$ cat src/rtl/tfb_pkg.sv
// Shared types and constants for the telemetry frame builder.
// No dependencies; every other file imports this package.
`timescale 1ns / 1ps

package tfb_pkg;

    localparam int MAX_WORDS      = 63;
    localparam int WORD_W         = 32;
    localparam int COUNT_W        = 6;
    localparam int BYTE_W         = 8;
    localparam int BYTES_PER_WORD = 4;
    localparam int QUEUE_DEPTH    = 2;
    localparam int QPTR_W         = $clog2(QUEUE_DEPTH);

    localparam int APB_ADDR_W = 4;
    localparam int APB_DATA_W = 32;

    localparam logic [1:0] REG_HEADER = 2'd0;
    localparam logic [1:0] REG_ADDR   = 2'd1;
    localparam logic [1:0] REG_FUNC   = 2'd2;

    localparam logic [BYTE_W-1:0] HEADER_RST = 8'hAA;
    localparam logic [BYTE_W-1:0] ADDR_RST   = 8'hFF;
    localparam logic [BYTE_W-1:0] FUNC_RST   = 8'hF1;

    typedef struct packed {
        logic [BYTE_W-1:0] header_byte;
        logic [BYTE_W-1:0] target_address;
        logic [BYTE_W-1:0] function_code;
    } t_cfg;

    // One classified input item, as handed from front to back.
    typedef struct packed {
        logic [WORD_W-1:0] word;
        logic [BYTE_W-1:0] len_byte;
        logic              first;
        logic              has_word;
        logic              last;
    } t_cmd;

endpackage

$ cat src/rtl/tfb_in_if.sv
// Input channel of the telemetry frame builder: valid/ready plus item fields.
// Depends on tfb_pkg for field widths.
`timescale 1ns / 1ps

interface tfb_in_if;
    import tfb_pkg::*;

    logic                      valid;
    logic                      ready;
    logic signed [WORD_W-1:0]  data_word;
    logic        [COUNT_W-1:0] frame_words;

    modport source (output valid, output data_word, output frame_words, input ready);
    modport sink   (input valid, input data_word, input frame_words, output ready);
endinterface

$ cat src/rtl/tfb_out_if.sv
// Output channel of the telemetry frame builder: one frame byte per item.
// Depends on tfb_pkg for field widths.
`timescale 1ns / 1ps

interface tfb_out_if;
    import tfb_pkg::*;

    logic              valid;
    logic              ready;
    logic [BYTE_W-1:0] out_byte;
    logic              frame_end;
    logic              run_end;

    modport source (output valid, output out_byte, output frame_end, output run_end,
                    input ready);
    modport sink   (input valid, input out_byte, input frame_end, input run_end,
                     output ready);
endinterface

$ cat src/rtl/telemetry_frame_builder.sv
// Top level of the telemetry frame builder: APB registers, front end,
// command queue and byte sequencer. Depends on tfb_pkg and both channel interfaces.
`timescale 1ns / 1ps

// The block turns 32-bit words into framed bytes, one output byte per clock at
// most. The output rate is set by the byte sequencer in the back end: a word
// item sends its four word bytes, the first item of a frame first sends the
// header, address, function and length bytes, and the last item of a frame
// adds the two checksum bytes. A two-entry command queue sits between the
// input handshake and the sequencer, so input items are taken while earlier
// ones are still being sent and a registered output stage holds a byte while
// the sink stalls. Configuration registers are at byte addresses 0 (header),
// 4 (address) and 8 (function code) and should be written only while no frame
// is in flight.
module telemetry_frame_builder (
    input  logic                                i_clk,
    input  logic                                i_rst_n,
    input  logic                                psel,
    input  logic                                penable,
    input  logic                                pwrite,
    input  logic [tfb_pkg::APB_ADDR_W-1:0]      paddr,
    input  logic [tfb_pkg::APB_DATA_W-1:0]      pwdata,
    output logic [tfb_pkg::APB_DATA_W-1:0]      prdata,
    output logic                                pready,
    tfb_in_if.sink                              i_in,
    tfb_out_if.source                           o_out
);
    import tfb_pkg::*;

    t_cfg       r_cfg;
    logic       wr_en;
    logic [1:0] reg_idx;
    logic       push;
    logic       pop;
    logic       q_full;
    logic       q_empty;
    t_cmd       push_cmd;
    t_cmd       head_cmd;

    assign pready  = 1'b1;
    assign reg_idx = paddr[3:2];
    assign wr_en   = psel && penable && pwrite;

    always_ff @(posedge i_clk) begin
        if (!i_rst_n) begin
            r_cfg.header_byte    <= HEADER_RST;
            r_cfg.target_address <= ADDR_RST;
            r_cfg.function_code  <= FUNC_RST;
        end else if (wr_en) begin
            unique case (reg_idx)
                REG_HEADER: r_cfg.header_byte    <= pwdata[BYTE_W-1:0];
                REG_ADDR:   r_cfg.target_address <= pwdata[BYTE_W-1:0];
                REG_FUNC:   r_cfg.function_code  <= pwdata[BYTE_W-1:0];
                default:    r_cfg                <= r_cfg;
            endcase
        end
    end

    always_comb begin
        unique case (reg_idx)
            REG_HEADER: prdata = APB_DATA_W'(r_cfg.header_byte);
            REG_ADDR:   prdata = APB_DATA_W'(r_cfg.target_address);
            REG_FUNC:   prdata = APB_DATA_W'(r_cfg.function_code);
            default:    prdata = '0;
        endcase
    end

    tfb_front u_front (
        .i_clk    (i_clk),
        .i_rst_n  (i_rst_n),
        .i_in     (i_in),
        .i_q_full (q_full),
        .o_push   (push),
        .o_cmd    (push_cmd)
    );

    tfb_cmd_queue u_queue (
        .i_clk   (i_clk),
        .i_rst_n (i_rst_n),
        .i_push  (push),
        .i_cmd   (push_cmd),
        .i_pop   (pop),
        .o_full  (q_full),
        .o_empty (q_empty),
        .o_head  (head_cmd)
    );

    tfb_back u_back (
        .i_clk     (i_clk),
        .i_rst_n   (i_rst_n),
        .i_cfg     (r_cfg),
        .i_q_empty (q_empty),
        .i_head    (head_cmd),
        .o_pop     (pop),
        .o_out     (o_out)
    );

endmodule

$ cat src/rtl/tfb_front.sv
// Front end: accepts input items, tracks the open frame, builds commands.
// Depends on tfb_pkg and tfb_in_if.
`timescale 1ns / 1ps

module tfb_front (
    input  logic          i_clk,
    input  logic          i_rst_n,
    tfb_in_if.sink        i_in,
    input  logic          i_q_full,
    output logic          o_push,
    output tfb_pkg::t_cmd o_cmd
);
    import tfb_pkg::*;

    logic [COUNT_W-1:0] r_words_remaining;
    logic [COUNT_W-1:0] n_words_remaining;
    logic [COUNT_W-1:0] cnt;
    logic               first;

    assign i_in.ready = !i_q_full;
    assign o_push     = i_in.valid && !i_q_full;
    assign first      = (r_words_remaining == '0);

    always_comb begin
        cnt = i_in.frame_words;
        if (cnt > COUNT_W'(MAX_WORDS)) begin
            cnt = COUNT_W'(MAX_WORDS);
        end
        if (first) begin
            n_words_remaining = (cnt == '0) ? '0 : cnt - COUNT_W'(1);
        end else begin
            n_words_remaining = r_words_remaining - COUNT_W'(1);
        end
    end

    always_comb begin
        o_cmd.word     = i_in.data_word;
        o_cmd.len_byte = {cnt, 2'b00};   // four bytes per word
        o_cmd.first    = first;
        o_cmd.has_word = !(first && cnt == '0);
        o_cmd.last     = (n_words_remaining == '0);
    end

    always_ff @(posedge i_clk) begin
        if (!i_rst_n) begin
            r_words_remaining <= '0;
        end else if (o_push) begin
            r_words_remaining <= n_words_remaining;
        end
    end

endmodule

$ cat src/rtl/tfb_cmd_queue.sv
// Short command queue between the front end and the byte sequencer.
// Depends on tfb_pkg for t_cmd and the queue depth.
`timescale 1ns / 1ps

module tfb_cmd_queue (
    input  logic          i_clk,
    input  logic          i_rst_n,
    input  logic          i_push,
    input  tfb_pkg::t_cmd i_cmd,
    input  logic          i_pop,
    output logic          o_full,
    output logic          o_empty,
    output tfb_pkg::t_cmd o_head
);
    import tfb_pkg::*;

    t_cmd              r_mem [QUEUE_DEPTH];
    logic [QPTR_W-1:0] r_wr_ptr;
    logic [QPTR_W-1:0] r_rd_ptr;
    logic [QPTR_W:0]   r_count;

    assign o_full  = (r_count == (QPTR_W+1)'(QUEUE_DEPTH));
    assign o_empty = (r_count == '0);
    assign o_head  = r_mem[r_rd_ptr];

    always_ff @(posedge i_clk) begin
        if (i_push) begin
            r_mem[r_wr_ptr] <= i_cmd;
        end
    end

    always_ff @(posedge i_clk) begin
        if (!i_rst_n) begin
            r_wr_ptr <= '0;
            r_rd_ptr <= '0;
            r_count  <= '0;
        end else begin
            if (i_push) begin
                r_wr_ptr <= (r_wr_ptr == QPTR_W'(QUEUE_DEPTH - 1)) ? '0
                                                                   : r_wr_ptr + QPTR_W'(1);
            end
            if (i_pop) begin
                r_rd_ptr <= (r_rd_ptr == QPTR_W'(QUEUE_DEPTH - 1)) ? '0
                                                                   : r_rd_ptr + QPTR_W'(1);
            end
            unique case ({i_push, i_pop})
                2'b10:   r_count <= r_count + (QPTR_W+1)'(1);
                2'b01:   r_count <= r_count - (QPTR_W+1)'(1);
                default: r_count <= r_count;
            endcase
        end
    end

endmodule

$ cat src/rtl/tfb_back.sv
// Back end: walks each command byte by byte, keeps both checksums and
// holds the registered output stage. Depends on tfb_pkg and tfb_out_if.
`timescale 1ns / 1ps

module tfb_back (
    input  logic          i_clk,
    input  logic          i_rst_n,
    input  tfb_pkg::t_cfg i_cfg,
    input  logic          i_q_empty,
    input  tfb_pkg::t_cmd i_head,
    output logic          o_pop,
    tfb_out_if.source     o_out
);
    import tfb_pkg::*;

    typedef enum logic [3:0] {
        PH_HDR, PH_ADDR, PH_FUNC, PH_LEN,
        PH_W0, PH_W1, PH_W2, PH_W3,
        PH_SUM, PH_ADD
    } t_phase;

    t_phase            r_phase;
    logic              r_active;
    logic [BYTE_W-1:0] r_sum;
    logic [BYTE_W-1:0] r_add;
    logic              r_out_valid;
    logic [BYTE_W-1:0] r_out_byte;
    logic              r_out_frame_end;
    logic              r_out_run_end;

    t_phase            cur_phase;
    t_phase            n_phase;
    logic              done;
    logic              emit;
    logic              summed;
    logic [BYTE_W-1:0] cur_byte;
    logic [BYTE_W-1:0] sum_base;
    logic [BYTE_W-1:0] add_base;
    logic [BYTE_W-1:0] n_sum;
    logic [BYTE_W-1:0] n_add;

    assign emit  = !i_q_empty && (!r_out_valid || o_out.ready);
    assign o_pop = emit && done;

    always_comb begin
        if (r_active) begin
            cur_phase = r_phase;
        end else begin
            cur_phase = i_head.first ? PH_HDR : PH_W0;
        end
    end

    always_comb begin
        cur_byte = '0;
        n_phase  = cur_phase;
        done     = 1'b0;
        summed   = 1'b1;
        unique case (cur_phase)
            PH_HDR: begin
                cur_byte = i_cfg.header_byte;
                n_phase  = PH_ADDR;
            end
            PH_ADDR: begin
                cur_byte = i_cfg.target_address;
                n_phase  = PH_FUNC;
            end
            PH_FUNC: begin
                cur_byte = i_cfg.function_code;
                n_phase  = PH_LEN;
            end
            PH_LEN: begin
                cur_byte = i_head.len_byte;
                n_phase  = i_head.has_word ? PH_W0 : PH_SUM;
            end
            PH_W0: begin
                cur_byte = i_head.word[7:0];
                n_phase  = PH_W1;
            end
            PH_W1: begin
                cur_byte = i_head.word[15:8];
                n_phase  = PH_W2;
            end
            PH_W2: begin
                cur_byte = i_head.word[23:16];
                n_phase  = PH_W3;
            end
            PH_W3: begin
                cur_byte = i_head.word[31:24];
                n_phase  = PH_SUM;
                done     = !i_head.last;
            end
            PH_SUM: begin
                cur_byte = r_sum;
                n_phase  = PH_ADD;
                summed   = 1'b0;
            end
            PH_ADD: begin
                cur_byte = r_add;
                done     = 1'b1;
                summed   = 1'b0;
            end
            default: begin
                cur_byte = '0;
                done     = 1'b1;
                summed   = 1'b0;
            end
        endcase
    end

    // Both sums restart at the header byte of every frame.
    always_comb begin
        sum_base = (cur_phase == PH_HDR) ? '0 : r_sum;
        add_base = (cur_phase == PH_HDR) ? '0 : r_add;
        n_sum    = sum_base + cur_byte;
        n_add    = add_base + n_sum;
    end

    always_ff @(posedge i_clk) begin
        if (!i_rst_n) begin
            r_phase     <= PH_HDR;
            r_active    <= 1'b0;
            r_sum       <= '0;
            r_add       <= '0;
            r_out_valid <= 1'b0;
        end else begin
            if (emit) begin
                r_out_valid     <= 1'b1;
                r_out_byte      <= cur_byte;
                r_out_frame_end <= (cur_phase == PH_ADD);
                r_out_run_end   <= done;
                r_active        <= !done;
                r_phase         <= n_phase;
                if (summed) begin
                    r_sum <= n_sum;
                    r_add <= n_add;
                end
            end else if (o_out.ready) begin
                r_out_valid <= 1'b0;
            end
        end
    end

    assign o_out.valid     = r_out_valid;
    assign o_out.out_byte  = r_out_byte;
    assign o_out.frame_end = r_out_frame_end;
    assign o_out.run_end   = r_out_run_end;

endmodule

$ cat src/flat_wrapper.sv
// flat-port wrapper written by rule: the top's interface ports become plain ports
module telemetry_frame_builder_flat import tfb_pkg::*;
  (i_clk, i_rst_n, psel, penable, pwrite, paddr, pwdata, prdata, pready, i_in_valid, i_in_data_word, i_in_frame_words, i_in_ready, o_out_valid, o_out_out_byte, o_out_frame_end, o_out_run_end, o_out_ready);
  tfb_in_if i_in_i ();
  tfb_out_if o_out_i ();
  input  logic i_clk;
  input  logic i_rst_n;
  input  logic psel;
  input  logic penable;
  input  logic pwrite;
  input  logic [tfb_pkg::APB_ADDR_W-1:0] paddr;
  input  logic [tfb_pkg::APB_DATA_W-1:0] pwdata;
  output logic [tfb_pkg::APB_DATA_W-1:0] prdata;
  output logic pready;
  input wire logic [$bits(i_in_i.valid)-1:0] i_in_valid;
  input wire logic [$bits(i_in_i.data_word)-1:0] i_in_data_word;
  input wire logic [$bits(i_in_i.frame_words)-1:0] i_in_frame_words;
  output wire logic [$bits(i_in_i.ready)-1:0] i_in_ready;
  output wire logic [$bits(o_out_i.valid)-1:0] o_out_valid;
  output wire logic [$bits(o_out_i.out_byte)-1:0] o_out_out_byte;
  output wire logic [$bits(o_out_i.frame_end)-1:0] o_out_frame_end;
  output wire logic [$bits(o_out_i.run_end)-1:0] o_out_run_end;
  input wire logic [$bits(o_out_i.ready)-1:0] o_out_ready;
  assign i_in_i.valid = i_in_valid;
  assign i_in_i.data_word = i_in_data_word;
  assign i_in_i.frame_words = i_in_frame_words;
  assign i_in_ready = i_in_i.ready;
  assign o_out_valid = o_out_i.valid;
  assign o_out_out_byte = o_out_i.out_byte;
  assign o_out_frame_end = o_out_i.frame_end;
  assign o_out_run_end = o_out_i.run_end;
  assign o_out_i.ready = o_out_ready;
  telemetry_frame_builder u_core (.i_clk(i_clk), .i_rst_n(i_rst_n), .psel(psel), .penable(penable), .pwrite(pwrite), .paddr(paddr), .pwdata(pwdata), .prdata(prdata), .pready(pready), .i_in(i_in_i), .o_out(o_out_i));
endmodule
$ cat config.mk
export PLATFORM = sky130hd
export DESIGN_NAME = telemetry_frame_builder_flat
export DESIGN_NICKNAME = d
export VERILOG_FILES = /design/src/rtl/tfb_pkg.sv /design/src/rtl/tfb_in_if.sv /design/src/rtl/tfb_out_if.sv /design/src/rtl/telemetry_frame_builder.sv /design/src/rtl/tfb_front.sv /design/src/rtl/tfb_cmd_queue.sv /design/src/rtl/tfb_back.sv /design/src/flat_wrapper.sv
export SDC_FILE = /design/constraint.sdc
export NUM_CORES = 1
export LEC_CHECK = 0
export ABC_AREA = 0
export BUFFER_PORTS_ARGS = -buffer_cell sky130_fd_sc_hd__buf_2
export CAP_MARGIN = 20
export CELL_PAD_IN_SITES_DETAIL_PLACEMENT = 0
export CELL_PAD_IN_SITES_GLOBAL_PLACEMENT = 2
export CORE_MARGIN = 8
export CORE_UTILIZATION = 34
export CTS_CLUSTER_DIAMETER = 30
export DETAILED_ROUTE_END_ITERATION = 16
export GPL_TIMING_DRIVEN = 0
export HOLD_SLACK_MARGIN = 0.02
export PLACE_DENSITY_LB_ADDON = 0.1
export SETUP_SLACK_MARGIN = 0.3
export SLEW_MARGIN = 20
export SYNTH_ARGS = -nofsm -noshare
export SYNTH_HDL_FRONTEND = slang
export SYNTH_HIERARCHICAL = 1
export SYNTH_SLANG_ARGS = --single-unit
$ cat constraint.sdc
create_clock -name i_clk -period 4 [get_ports i_clk]
set_input_delay 0.2 -clock i_clk [delete_from_list [all_inputs] [get_ports i_clk]]
set_output_delay 0.2 -clock i_clk [all_outputs]
set_load 0.1 [all_outputs]
==> results by stage <==
Place:
- The half-perimeter wire length after placement is 15700 um.
- In this run the cell area measured after placement is 8740 sq um.
- Port buffering added 42 buffers.
- After detailed placement, the design holds a cell count of 1096.
- The final RePlAce weighted congestion is 0.830.

Route:
- For this run, design rule violations remaining after detail routing come to 0.
- Across all layers, the routed design uses 5588 vias.
- For this block, the routed nets add up to 21500 um of wire.
- The violation count after the first detailed-route iteration is 272.
- The residual antenna-violating net count after detailed routing is 0.
- Dividing the detail-routed wire length by the instance count gives 18.3 um.
- The post-detailed-route via-to-cell ratio is 4.76.
- The number of detailed-route iterations in the first pass is 5.

GRT:
- The via count of the first global-routing pass came to 5932.
- Entering global routing, the biggest net connects 25 pins.
- The wire length of the first global-routing pass is 33200 um.
- The overall track demand over capacity in global routing is 0.152.
- The number of antenna violations at the first check in global routing came to 0.
- The total overflow left after global routing is 0.

Critical path:
- Along the worst path, the maximum fanout reaches 5.
- The kind of launch point of the worst setup path is a flop.
- The number of cells on the critical path is 17.
- The endpoint of the lowest-slack register-to-register path is u_core/u_back/r_add[7].
- Among the stages of the critical path, the cell type that occurs most often is mux2_4.
- The endpoint arrival time on the critical path is 4.56 ns.
- The worst reg-to-reg setup slack is -0.23 ns.
- By startpoint and endpoint, the worst setup path is classified as flop to flop.
- The required time of the critical path is 4.33 ns.
- STA classifies the critical path endpoint as a flop.
- Traced cell by cell, the critical path runs through buf_6 > buf_12 > mux2_4 > mux2_4 > a222oi_1 > nand3_2 > fa_2 > a21o_1 > a21oi_2 > o21bai_1 > a21oi_1 > xnor2_1 > ha_2 > nor2_1 > nor3_2 > xnor3_1 > o31ai_2.
- The largest incremental delay on the critical path is 0.54 ns.
- Among cell families on the critical path, the largest total delay comes from compound AO/OA/AOI/OAI gates.
- The number of cells on the worst reg-to-reg path is 17.
- The most critical setup path has its endpoint at u_core/u_back/r_add[7].
- For this design, the slowest cell found on the critical path is a222oi_1.
- The buffer and inverter count on the worst path is 2.

Final layout:
- The layout cell share with drive strength beyond 1 is 0.295.
- The sequential cell area is 4030 sq um.
- The finished cells cover 9930 sq um.
- The net count of the finished layout is 943.
- The area added between synthesis and finish is 25.0%.
- After the flow finishes, the layout carries non-filler instances totaling 1173.
- The number of antenna diodes in the final layout is 0.
- The final-layout fill cell count is 2234.
- The area used by multi-input combinational logic is 3520 sq um.

Power and ir drop:
- Summed over all cells, the static leakage comes to 3.83 nW.
- For this design the total switching power over the nets is 2.04 mW.
- The internal power is 3.48 mW.
- The share of total power dissipated in the clock network is 0.292.
- Of the total power, the share spent switching nets is 0.369.
- The share of power burned in registers is 0.362.
- Across the VDD grid, the largest voltage drop is 263 uV.
- The fraction of power consumed by combinational cells is 0.345.
- The power after layout is 5.52 mW.
- Dividing total power by cell area gives a power density of 556 nW/um^2.

Floorplanning:
- For this configuration, the core starts out at a cell density of 0.343.
- The core outline area is 23200 sq um.
- The die covers 28500 sq um.
- The I/O pin total is 126.
- After floorplanning, the core was divided into 56 placement rows.
- The die extent in y is 169 um.
- The die is 169 um wide.

Synthesis:
- The most common cell in the synthesized netlist is edfxtp_1.
- The share of synthesized area in the top cell type comes to 0.363.
- In this run, synthesis produced a sequential element count of 153.
- The proportion of synthesized flip-flops having asynchronous set or reset is 0.
- After technology mapping, the gate count stands at 709.
- The library cell occupying the most area in the post-synthesis netlist is edfxtp_1.
- The dominant register cell in the synthesized netlist is edfxtp_1.
- The share of the yosys chip area belonging to registers is 0.506.
- Ranked by total cell area, the synthesized netlist is headed by edfxtp_1 36%, dfxtp_1 14%, mux2_2 6.2%.
- The mapped netlist covers 7950 sq um.
- During synthesis, Yosys emitted a total of 6 warnings.
- After synthesis, the mean cell area works out to 11.2 sq um.
- The number of synthesized flops with an enable pin is 96.
- Counting instances in the post-synthesis netlist gives the leading cell types as 96 x edfxtp_1, 65 x nand2_1, 61 x buf_4.
- Synthesis instantiated 71 different standard cells from the library.

Timing:
- The hold violation count in the final report is 0.
- For the pin with the worst max-slew slack, the measured transition is 0.845 ns.
- The post-layout worst setup margin is -0.229 ns.
- The max-slew violation total from the final report came to 0.
- The worst slew margin relative to its limit is 0.432.
- The highest achievable clock rate is 0.236 GHz.
- The final setup violation count is 2.
- The aggregate negative setup slack is -0.350 ns.
- Setup repair after global routing could not meet its margin everywhere.
- Counting I/O delays and the setup requirement, the final critical path takes 4.23 ns.
- For the final database, setup skew stands at 0.0211 ns.
- The portion of the clock cycle consumed by the worst path in the final layout is 1.06.

CTS:
- Clock tree synthesis found a total of 153 sinks.
- The clock tree buffer depth is 2.
- At the later pin of the worst-skew pair, clock insertion delay measures 0.43 ns.
- Clock-pin slew was measured on the worst setup and hold paths at 0.07 ns.
- The level count of the clock H-tree is 4.
- Clock tree synthesis selected as its root buffer the cell clkbuf_16.
- The TritonCTS clock tree is built.
- The number of buffers created by CTS is 17.

Hold path:
- The path class of the tightest hold or removal check is primary input to flop.
- The worst hold path passes through 3 cells.

Status:
- The checks that failed: negative setup slack.
- The flow ran to the end, but the final reports show violations.

Run:
- The tool flagged a number of max-cap violations equal to 0.
==> how the worst min path moves through the flow <==
stage / startpoint / endpoint / slack, ns
2_1_floorplan: i_rst_n / u_core/u_back/r_phase[0] / 0.32
3_3_place_gp: i_in_data_word[25] / u_core/u_queue/r_mem[0][36] / 0.38
3_5_place_dp: i_in_data_word[2] / u_core/u_queue/r_mem[0][13] / 0.39
4_1_cts: pwdata[6] / u_core/r_cfg[22] / 0.02
5_1_grt: pwdata[6] / u_core/r_cfg[22] / 0.03
6_report: pwdata[1] / u_core/r_cfg[1] / 0.04
==> through the flow <==
| stage | util | setup slack, ns | hold slack [ns] |
|---|---|---|---|
| 6_report | 0.428 | -0.229 | 0.0351 |
| 2_1_floorplan | - | 0.291 | 0.316 |
| 3_3_place_gp | 0.375 | -0.515 | 0.385 |
| 4_1_cts | 0.425 | -0.279 | 0.0223 |
| 5_1_grt | 0.428 | -0.450 | 0.0311 |
| 3_5_place_dp | 0.377 | -0.547 | 0.388 |
==> sequential cells by signal, indices dropped and copies added (netlist names), 2 cells and up, named ones only <==
register and flops:
u_core/u_back/r_phase 4, u_core/u_back/o_out.out_byte 8, u_core/r_cfg 24, u_core/u_queue/r_mem 86, u_core/u_queue/r_count 2, u_core/u_back/r_add 8
u_core/u_front/r_words_remaining 6, u_core/u_back/r_sum 8
==> cell families (layout without fill, tap and decap cells) <==
group                      after synthesis  count (layout)  synth area share
AOI/OAI and AO/OA                      124             124             0.106
xor gates and xnor gates                17              17            0.0214
adders and majority gates               21              21            0.0350
buffers and inverters                  109             230            0.0836
DFF                                    153             153             0.506
muxes                                   83              83             0.111
other                                    3              27           0.00142
and+or+nand+nor                        199             199             0.135
==> worst register-to-register path, cell delays in order (launching register included) <==
cell and delay (ns):
dfxtp_2 0.32, buf_6 0.12, buf_12 0.12, mux2_4 0.30, mux2_4 0.31, a222oi_1 0.54
nand3_2 0.25, fa_2 0.42, a21o_1 0.18, a21oi_2 0.16, o21bai_1 0.08, a21oi_1 0.17
xnor2_1 0.14, ha_2 0.36, nor2_1 0.05, nor3_2 0.19, xnor3_1 0.25, o31ai_2 0.19
==> power groups by stage <==
stage	logic, mW	registers [mW]	clock network [mW]
4_1_cts	1.83	2.00	1.65
3_5_place_dp	1.69	2.04	0
5_1_grt	2.07	2.02	1.72
2_1_floorplan	1.23	2.08	0
3_3_place_gp	1.67	2.04	0
6_report	1.91	2.00	1.61
==> what timing repair did <==
item	in CTS	in global routing
hold endpoints to repair	66	0
endpoints found under the setup margin	6	6
hold buffers	34	0
gates resized for setup	21	14
setup buffers	9	2
pin swaps	12	13
==> cells in the final DEF (no fill, tap or decap), drive strengths merged, types with 3 or more instances in the layout <==
| master | Yosys | routed |
|---|---|---|
| dfxtp | 57 | 57 |
| xnor2 | 12 | 12 |
| nand3b | 5 | 5 |
| o21bai | 4 | 4 |
| a222oi | 4 | 4 |
| xor2 | 4 | 4 |
| nor2b | 32 | 32 |
| nor2 | 23 | 23 |
| a22oi | 5 | 5 |
| nor3b | 3 | 3 |
| conb | 3 | 27 |
| a21boi | 4 | 4 |
| clkinv | 2 | 7 |
| a221oi | 7 | 7 |
| clkbuf | 19 | 37 |
| edfxtp | 96 | 96 |
| a31oi | 3 | 3 |
| o22ai | 3 | 3 |
| nand3 | 14 | 14 |
| mux2i | 39 | 39 |
| inv | 14 | 23 |
| nand2b | 5 | 5 |
| nand2 | 65 | 65 |
| ha | 19 | 19 |
| and2 | 21 | 21 |
| a21o | 4 | 4 |
| or3 | 3 | 3 |
| o21a | 5 | 5 |
| mux2 | 44 | 44 |
| buf | 73 | 127 |
| a21oi | 34 | 34 |
| a22o | 8 | 8 |
| nor3 | 12 | 12 |
| dlygate4sd3 | 1 | 35 |
| o21ai | 25 | 25 |
| nor4 | 5 | 5 |
| a211oi | 3 | 3 |
==> per-layer routing <==
layer  GRT usage  wire [um]
met4      0.0369        312
met3      0.0370       1050
met1       0.190       9660
met5           0          0
met2       0.260      10400
==> cell type report <==
class / instances / area share
buffer: 93 / 0.0639
clock buffer: 17 / 0.0428
clock inverter: 15 / 0.0169
inverter: 16 / 0.00605
multi-input combinational: 471 / 0.355
sequential: 153 / 0.405
tap: 319 / 0.0402
timing repair buffer: 89 / 0.0702
Note: power is estimated with default switching activity, not from simulation.
